`config.mk`:
```
export PLATFORM = sky130hd
export DESIGN_NAME = rsip_mac_unit
export DESIGN_NICKNAME = d
export VERILOG_FILES = /design/src/rtl/rsip_pkg.sv /design/src/rtl/rsip_mac_unit.sv
export VERILOG_INCLUDE_DIRS = /design/src /design/src/rtl
export SDC_FILE = /design/constraint.sdc
export NUM_CORES = 2
export LEC_CHECK = 0
export BUFFER_PORTS_ARGS = -buffer_cell sky130_fd_sc_hd__buf_2
export CAP_MARGIN = 20
export CELL_PAD_IN_SITES_DETAIL_PLACEMENT = 1
export CELL_PAD_IN_SITES_GLOBAL_PLACEMENT = 1
export CORE_UTILIZATION = 52
export CTS_BUF_LIST = sky130_fd_sc_hd__clkbuf_8
export DETAILED_ROUTE_END_ITERATION = 8
export GPL_ROUTABILITY_DRIVEN = 0
export PLACE_DENSITY = 0.84
export SLEW_MARGIN = 15
export SYNTH_ARGS = -nofsm -noshare
export SYNTH_HDL_FRONTEND = slang
export SYNTH_SLANG_ARGS = --single-unit
```
`constraint.sdc`:
```
create_clock -name clk -period 12.6 [get_ports clk]
set_clock_uncertainty 0.2 [all_clocks]
set_input_delay 0.63 -clock clk [delete_from_list [all_inputs] [get_ports clk]]
set_output_delay 0.63 -clock clk [all_outputs]
set_load 0.02 [all_outputs]
```
`src/rtl/assert_macros.svh`:
```
// ----------------------------------------------------------------------------
// Assertion macros
// Shared concurrent assertion forms for the share inner product block.
// ----------------------------------------------------------------------------
`ifndef ASSERT_MACROS_SVH
`define ASSERT_MACROS_SVH

// The consequent must hold in the same cycle as the antecedent.
`define ASSERT_IMP(lbl, clk, rst_n, ante, cons, msg) \
	lbl: assert property (@(posedge clk) disable iff (!rst_n) (ante) |-> (cons)) \
		else $error(msg);

// The consequent must hold in the cycle after the antecedent.
`define ASSERT_NEXT(lbl, clk, rst_n, ante, cons, msg) \
	lbl: assert property (@(posedge clk) disable iff (!rst_n) (ante) |=> (cons)) \
		else $error(msg);

`endif

```
`src/rtl/rsip_pkg.sv`:
```
// ----------------------------------------------------------------------------
// rsip_pkg
// Types and constants shared by the share inner product block.
// ----------------------------------------------------------------------------
package rsip_pkg;

	// Width of one share and of the ring modulus.
	localparam int SHARE_W = 31;
	// Full product of two shares.
	localparam int PROD_W  = 2 * SHARE_W;
	// Product plus a running sum: one bit of headroom.
	localparam int RED_W   = PROD_W + 1;
	// Bit counter for the serial reduction.
	localparam int CNT_W   = $clog2(RED_W);

	// Smallest modulus that is ever used.
	localparam logic [SHARE_W-1:0] MOD_MIN   = SHARE_W'(2);
	localparam logic [SHARE_W-1:0] MOD_RESET = {SHARE_W{1'b1}};

	typedef enum logic [1:0] {
		OP_INSERT   = 2'd0,
		OP_QUERY    = 2'd1,
		OP_TRUNCATE = 2'd2
	} opcode_t;

	typedef enum logic [1:0] {
		ST_INSERT_DONE = 2'd0,
		ST_SUM_READY   = 2'd1,
		ST_TABLE_FULL  = 2'd2,
		ST_MISMATCH    = 2'd3
	} status_t;

endpackage

```
`src/rtl/rsip_mac_unit.sv`:
```
// ----------------------------------------------------------------------------
// rsip_mac_unit
// Shared modular multiply-accumulate: result = (x * y + acc) mod m.
// ----------------------------------------------------------------------------
`include "assert_macros.svh"

module rsip_mac_unit (
	input  logic                         clk,
	input  logic                         arst_n,
	input  logic                         start,
	input  logic [rsip_pkg::SHARE_W-1:0] op_x,
	input  logic [rsip_pkg::SHARE_W-1:0] op_y,
	input  logic [rsip_pkg::SHARE_W-1:0] acc,
	input  logic [rsip_pkg::SHARE_W-1:0] modulus,
	output logic                         done,
	output logic [rsip_pkg::SHARE_W-1:0] result
);

	import rsip_pkg::*;

	typedef enum logic [4:0] {
		M_IDLE = 5'b00001,
		M_MUL  = 5'b00010,
		M_ADD  = 5'b00100,
		M_RED  = 5'b01000,
		M_DONE = 5'b10000
	} mac_state_t;

	localparam logic [CNT_W-1:0] RED_LAST = CNT_W'(RED_W - 1);

	mac_state_t         state_q;
	logic [CNT_W-1:0]   cnt_q;
	logic [SHARE_W-1:0] x_q, y_q, acc_q, m_q, r_q;
	logic [PROD_W-1:0]  prod_q;
	logic [RED_W-1:0]   shift_q;
	logic [SHARE_W:0]   cand;
	logic [SHARE_W:0]   diff;
	logic [SHARE_W-1:0] r_next;

	// One restoring step: bring in the next bit and subtract the modulus once.
	always_comb begin
		cand   = {r_q, shift_q[RED_W-1]};
		diff   = cand - {1'b0, m_q};
		r_next = (cand >= {1'b0, m_q}) ? diff[SHARE_W-1:0] : cand[SHARE_W-1:0];
	end

	always_ff @(posedge clk or negedge arst_n) begin
		if (!arst_n) begin
			state_q <= M_IDLE;
			cnt_q   <= '0;
		end else begin
			unique case (state_q)
				M_IDLE: begin
					if (start) begin
						state_q <= M_MUL;
					end
				end
				M_MUL: begin
					state_q <= M_ADD;
				end
				M_ADD: begin
					cnt_q   <= '0;
					state_q <= M_RED;
				end
				M_RED: begin
					cnt_q <= cnt_q + 1'b1;
					if (cnt_q == RED_LAST) begin
						state_q <= M_DONE;
					end
				end
				M_DONE: begin
					state_q <= M_IDLE;
				end
				default: begin
					state_q <= M_IDLE;
				end
			endcase
		end
	end

	always_ff @(posedge clk) begin
		if (state_q == M_IDLE && start) begin
			x_q   <= op_x;
			y_q   <= op_y;
			acc_q <= acc;
			m_q   <= modulus;
		end
		if (state_q == M_MUL) begin
			prod_q <= x_q * y_q;
		end
		if (state_q == M_ADD) begin
			shift_q <= {1'b0, prod_q} + RED_W'(acc_q);
			r_q     <= '0;
		end
		if (state_q == M_RED) begin
			shift_q <= {shift_q[RED_W-2:0], 1'b0};
			r_q     <= r_next;
		end
	end

	assign done   = (state_q == M_DONE);
	assign result = r_q;

	`ASSERT_IMP(a_result_reduced, clk, arst_n, done, r_q < m_q, "result not below modulus")

endmodule

```
* Yosys cells after proc, flatten, opt, wreduce, memory -nomap -nowiden
Cells that the tools add are included.
** Storage, ports and cells
- Register bits after elaboration :: 291
- Input port bits :: 127
- Output and inout port bits :: 32
- Word-level logic and storage cells :: 35
** Operators by class
- Add/subtract/negate cells :: 3
- Multipliers :: 1
- $lt $le $gt $ge :: 1
- Equal/unequal tests :: 8
- Multiplexer cells :: 9
- Reductions and logical operators :: 3
** Operators with widths (number)
- $mux 63 :: 2
- $mux 31 :: 3
- $add 62x31->63 :: 1
- $mul 31x31->62 :: 1
- $ge 32x31->1 :: 1
- $sub 31x31->31 :: 1
- $pmux 5 s4 :: 1
- $pmux 6 s2 :: 1
- $mux 5 :: 2
- $add 6x1->6 const B :: 1
- $eq 6x6->1 const B :: 1
- $eq 5x1->1 const B :: 1
- $eq 5x2->1 const B :: 1
- $eq 5x3->1 const B :: 1
- $eq 5x4->1 const B :: 1
- $eq 5x5->1 const B :: 1
- $ne 2x2->1 const B :: 2
- $reduce_and 2->1 :: 1
- $reduce_bool 2->1 :: 1
- $logic_and 1x1->1 :: 1

* Depth between registers and ports, before layout
- Depth after elaboration :: 3
- Mapped depth :: 28
- Gate-level depth less buffers :: 26

* Worst setup path after synthesis
OpenSTA, ideal clock, no wires.
- Kind :: input-to-reg
- From :: in start
- To :: reg acc_q[0], enable pin
- Setup time :: 0.759 ns
- Data arrival time :: 9.110 ns
- Data required time :: 11.641 ns
- Slack :: 2.531 ns
- Cell stages on the path :: 2
- Path buffers :: 0
- Path through :: nand3_1 > nor3_1
** On the way
- Longest elaborated chain between the ends :: 1
** Ends and longest elaborated chain
- start: declaration :: line rsip_mac_unit.sv:10 : input logic start,
- $logic_and 1x1->1 :: line rsip_mac_unit.sv:82 : if (state_q == M_IDLE && start) begin
- end signal: assignment :: line rsip_mac_unit.sv:85 : acc_q <= acc;
- end: declaration :: line rsip_mac_unit.sv:33 : logic [SHARE_W-1:0] x_q, y_q, acc_q, m_q, r_q;
Every way passes these cells.
A chain may end at the register's enable or synchronous reset.

* Worst setup path after layout
- From :: reg x_q[11]
- To :: reg prod_q[59] (data pin)
** On the way
- Longest elaborated chain between the ends :: 1
** Ends and longest elaborated chain
- start: declaration :: line rsip_mac_unit.sv:33
- start signal: assignment :: line rsip_mac_unit.sv:83 : x_q <= op_x;
- $mul 31x31->62 :: line rsip_mac_unit.sv:89 : prod_q <= x_q * y_q;
- end signal: assignment :: line rsip_mac_unit.sv:89
- end: declaration :: line rsip_mac_unit.sv:34 : logic [PROD_W-1:0] prod_q;
Every way passes these cells.

==> results.sh <==
export IMPL_grt_util_all_layers=0.3377
export IMPL_synth_top_flop_cell="edfxtp_1"
export IMPL_crit_type="reg -> reg"
export IMPL_synth_edf_count=279
export IMPL_die_area_um2=87830
export IMPL_htree_levels=2
export IMPL_postCtsSetupBuffers=0
export IMPL_synth_area_um2=45060
export IMPL_die_x_um=296.4
export IMPL_totalWireLength_um=145000
export IMPL_status="finished, final reports clean"
export IMPL_crit_required_ps=12870
export IMPL_cts_num_sinks=291
export IMPL_first_global_vias=39873
export IMPL_setup_violations=0
export IMPL_firstDrtPassIters=6
export IMPL_rows=107
export IMPL_ant_nets=0
export IMPL_synth_ff_latch_count=291
export IMPL_slew_headroom=0.4037
export IMPL_gr_total_overflow=0
export IMPL_synthDistinctLibCells=95
export IMPL_vias_per_cell=5.806
export IMPL_synthCells=4559
export IMPL_pin_count=159
export IMPL_drive_gt1_frac=0.07712
export IMPL_nets=6022
export IMPL_start_util=0.5267
export IMPL_grt_first_pass_wirelength_um=223200
export IMPL_die_h_um=296.4
export IMPL_drv_slew=0
export IMPL_wl_per_cell_um=24.45
export IMPL_tns_ps=0
export IMPL_cp_arrival_ps=8910
export IMPL_fmax_ghz=0.1158
export IMPL_end_kind="flop"
export IMPL_root_buffer="clkbuf_8"
export IMPL_cts_tree="built"
export IMPL_hold_viol_final=0
export IMPL_dpl_hpwl_um=103900
export IMPL_drt_iter0_drc=2353
export IMPL_synth_fp_nets=5844
export IMPL_cap_violations=0
export IMPL_final_min_clock_period_ps=8635
export IMPL_worstSkewPairLatency_ps=750
export IMPL_worstPathMaxFanout=19
export IMPL_avgSynthCellArea_um2=9.883
export IMPL_worstMarginPinSlew_ps=894.5
export IMPL_numCtsBuffers=57
export IMPL_finalCritPeriodShare=0.6853
export IMPL_ys_warnings_count=0
export IMPL_critPathLaunchType="flop"
export IMPL_rsz0062_at_grt="no"
export IMPL_antenna_found_initial=3
export IMPL_grt_max_degree=125
export IMPL_path_clk_slew_ps=60
export IMPL_core_um2=85550
export IMPL_cts_resized_gates=0
export IMPL_holdCritPathClass="in -> async"
export IMPL_area_growth_pct=9.739
export IMPL_yosysSeqAreaShare=0.1925
export IMPL_portBuffers=158
export IMPL_synthArstFlopShare=0.03780
export IMPL_vias=34444
export IMPL_drc_errors=0
export IMPL_ff2ff_path_depth=23
export IMPL_clock_path_buffers=3
export IMPL_n_fill_cell=9431
[placed cells by master, fill, tap and decap left out, types with 85 or more instances in the layout]
cell / n
a21oi_1: 134
and2_1: 513
dlygate4sd3_1: 126
ha_1: 319
nand2_1: 655
edfxtp_1: 279
buf_2: 158
fa_1: 839
o21ai_0: 101
inv_1: 837
xnor2_1: 85
[cell families (layout without fill, tap and decap cells)]
logic type,after synthesis,after routing,synth area share
AOI/OAI and AO/OA,474,474,0.06965
xor gates and xnor gates,140,140,0.02721
adders and majority gates,1158,1158,0.4614
buffers and inverters,1060,1286,0.08884
DFF,291,291,0.1925
muxes,2,2,0.0004443
other,0,3,0
and+or+nand+nor,1434,1434,0.1600
[through the flow]
step           hold slack [ps]    util  cell area, um^2  setup WS, ps  cells
3_5_place_dp             273.8  0.5484            46920          3838   5695
5_1_grt                  114.2  0.5779            49440          3777   5930
6_report                 95.54  0.5780            49440          3965   5932
2_1_floorplan            134.4       -            45060          2531   4559
3_3_place_gp             260.3  0.5484            46920          4114   5695
4_1_cts                  58.11  0.5776            49410          3802   5928
[synthesized netlist by cell type, types with 4 or more instances]
master,instances,area [um^2]
a211oi_1,19,142.6
a21boi_0,5,37.54
a21o_1,64,480.5
a21oi_1,134,670.6
a22o_1,5,43.79
a31oi_1,17,106.4
and2_1,513,3209
and3_1,14,87.58
and4_1,7,61.31
buf_2,7,35.03
clkbuf_1,224,840.8
dfrtp_1,10,250.2
edfxtp_1,279,8378
fa_1,839,16800
ha_1,319,3991
inv_1,825,3097
nand2_1,655,2459
nand2b_1,15,93.84
nand3_1,40,200.2
nand4_1,25,156.4
nor2_1,72,270.3
nor2b_1,23,143.9
nor3_1,16,80.08
nor3_2,5,50.05
nor3b_1,5,37.54
nor4_1,4,25.02
o211ai_1,9,67.56
o21a_1,15,112.6
o21ai_0,101,505.5
o21ai_1,26,130.1
o21bai_1,12,90.09
o31ai_1,9,67.56
or2_2,7,43.79
or3_1,9,56.30
xnor2_1,85,744.5
xor2_1,55,481.7
[final timing paths]
| check | slack (ps) | to | from |
|---|---|---|---|
| worst max-delay path | 3970 | prod_q[59] | x_q[11] |
| worst min-delay path | 100 | cnt_q[1] | arst_n |
| worst max register to register | 3970 | prod_q[59] | x_q[11] |
| worst min register to register | 290 | shift_q[0] | shift_q[0] |
| max in group asynchronous | 11810 | state_q[0] | arst_n |
| min in group clk | 290 | shift_q[0] | shift_q[0] |
[critical path, stage by stage (launching register included)]
cell and delay, ps:
edfxtp_1 770, buf_16 240, and2_1 160, fa_1 450
fa_1 510, inv_1 60, fa_1 460, fa_1 560
inv_1 70, fa_1 570, fa_1 430, fa_1 510
fa_1 420, ha_1 550, a21o_1 210, a21o_1 120
a21oi_1 90, o31ai_1 380, a221oi_1 170, a211oi_1 570
o22ai_2 250, o31ai_2 320, a31oi_1 160, xnor2_1 140
[timing repair]
action | CTS | global route
hold endpoints to repair | 136 | 0
hold buffers | 126 | 0
setup endpoints to repair | 0 | 0
[layout make-up]
cell class                      count  area (um^2)  area share
Antenna cell                        3        7.507   0.0001518
Clock buffer                       60        825.8     0.01670
Clock inverter                     47        406.6    0.008224
Inverter                          826         3103     0.06276
Multi-Input combinational cell   3208        32390      0.6551
Sequential cell                   291         8675      0.1754
Tap cell                         1144         1431     0.02895
Timing Repair Buffer              353         2603     0.05264
[layer usage]
layer  wire, um  up-vias  GRT usage
li1           -    14487          -
met1      54140    17767     0.4058
met2      70340     1681     0.5709
met3      13020      505    0.08010
met4       7491        4     0.1628
met5         23        -          0
[state kept, by name (all words and copies together) (netlist names), 6 cells and up]
signal	count
cnt_q	6
result	31
acc_q	31
y_q	31
prod_q	62
m_q	31
shift_q	63
x_q	31
Power is left out: the tool's default activity adds up to more than one toggle a clock period on the data nets, which glitch-free logic cannot reach.
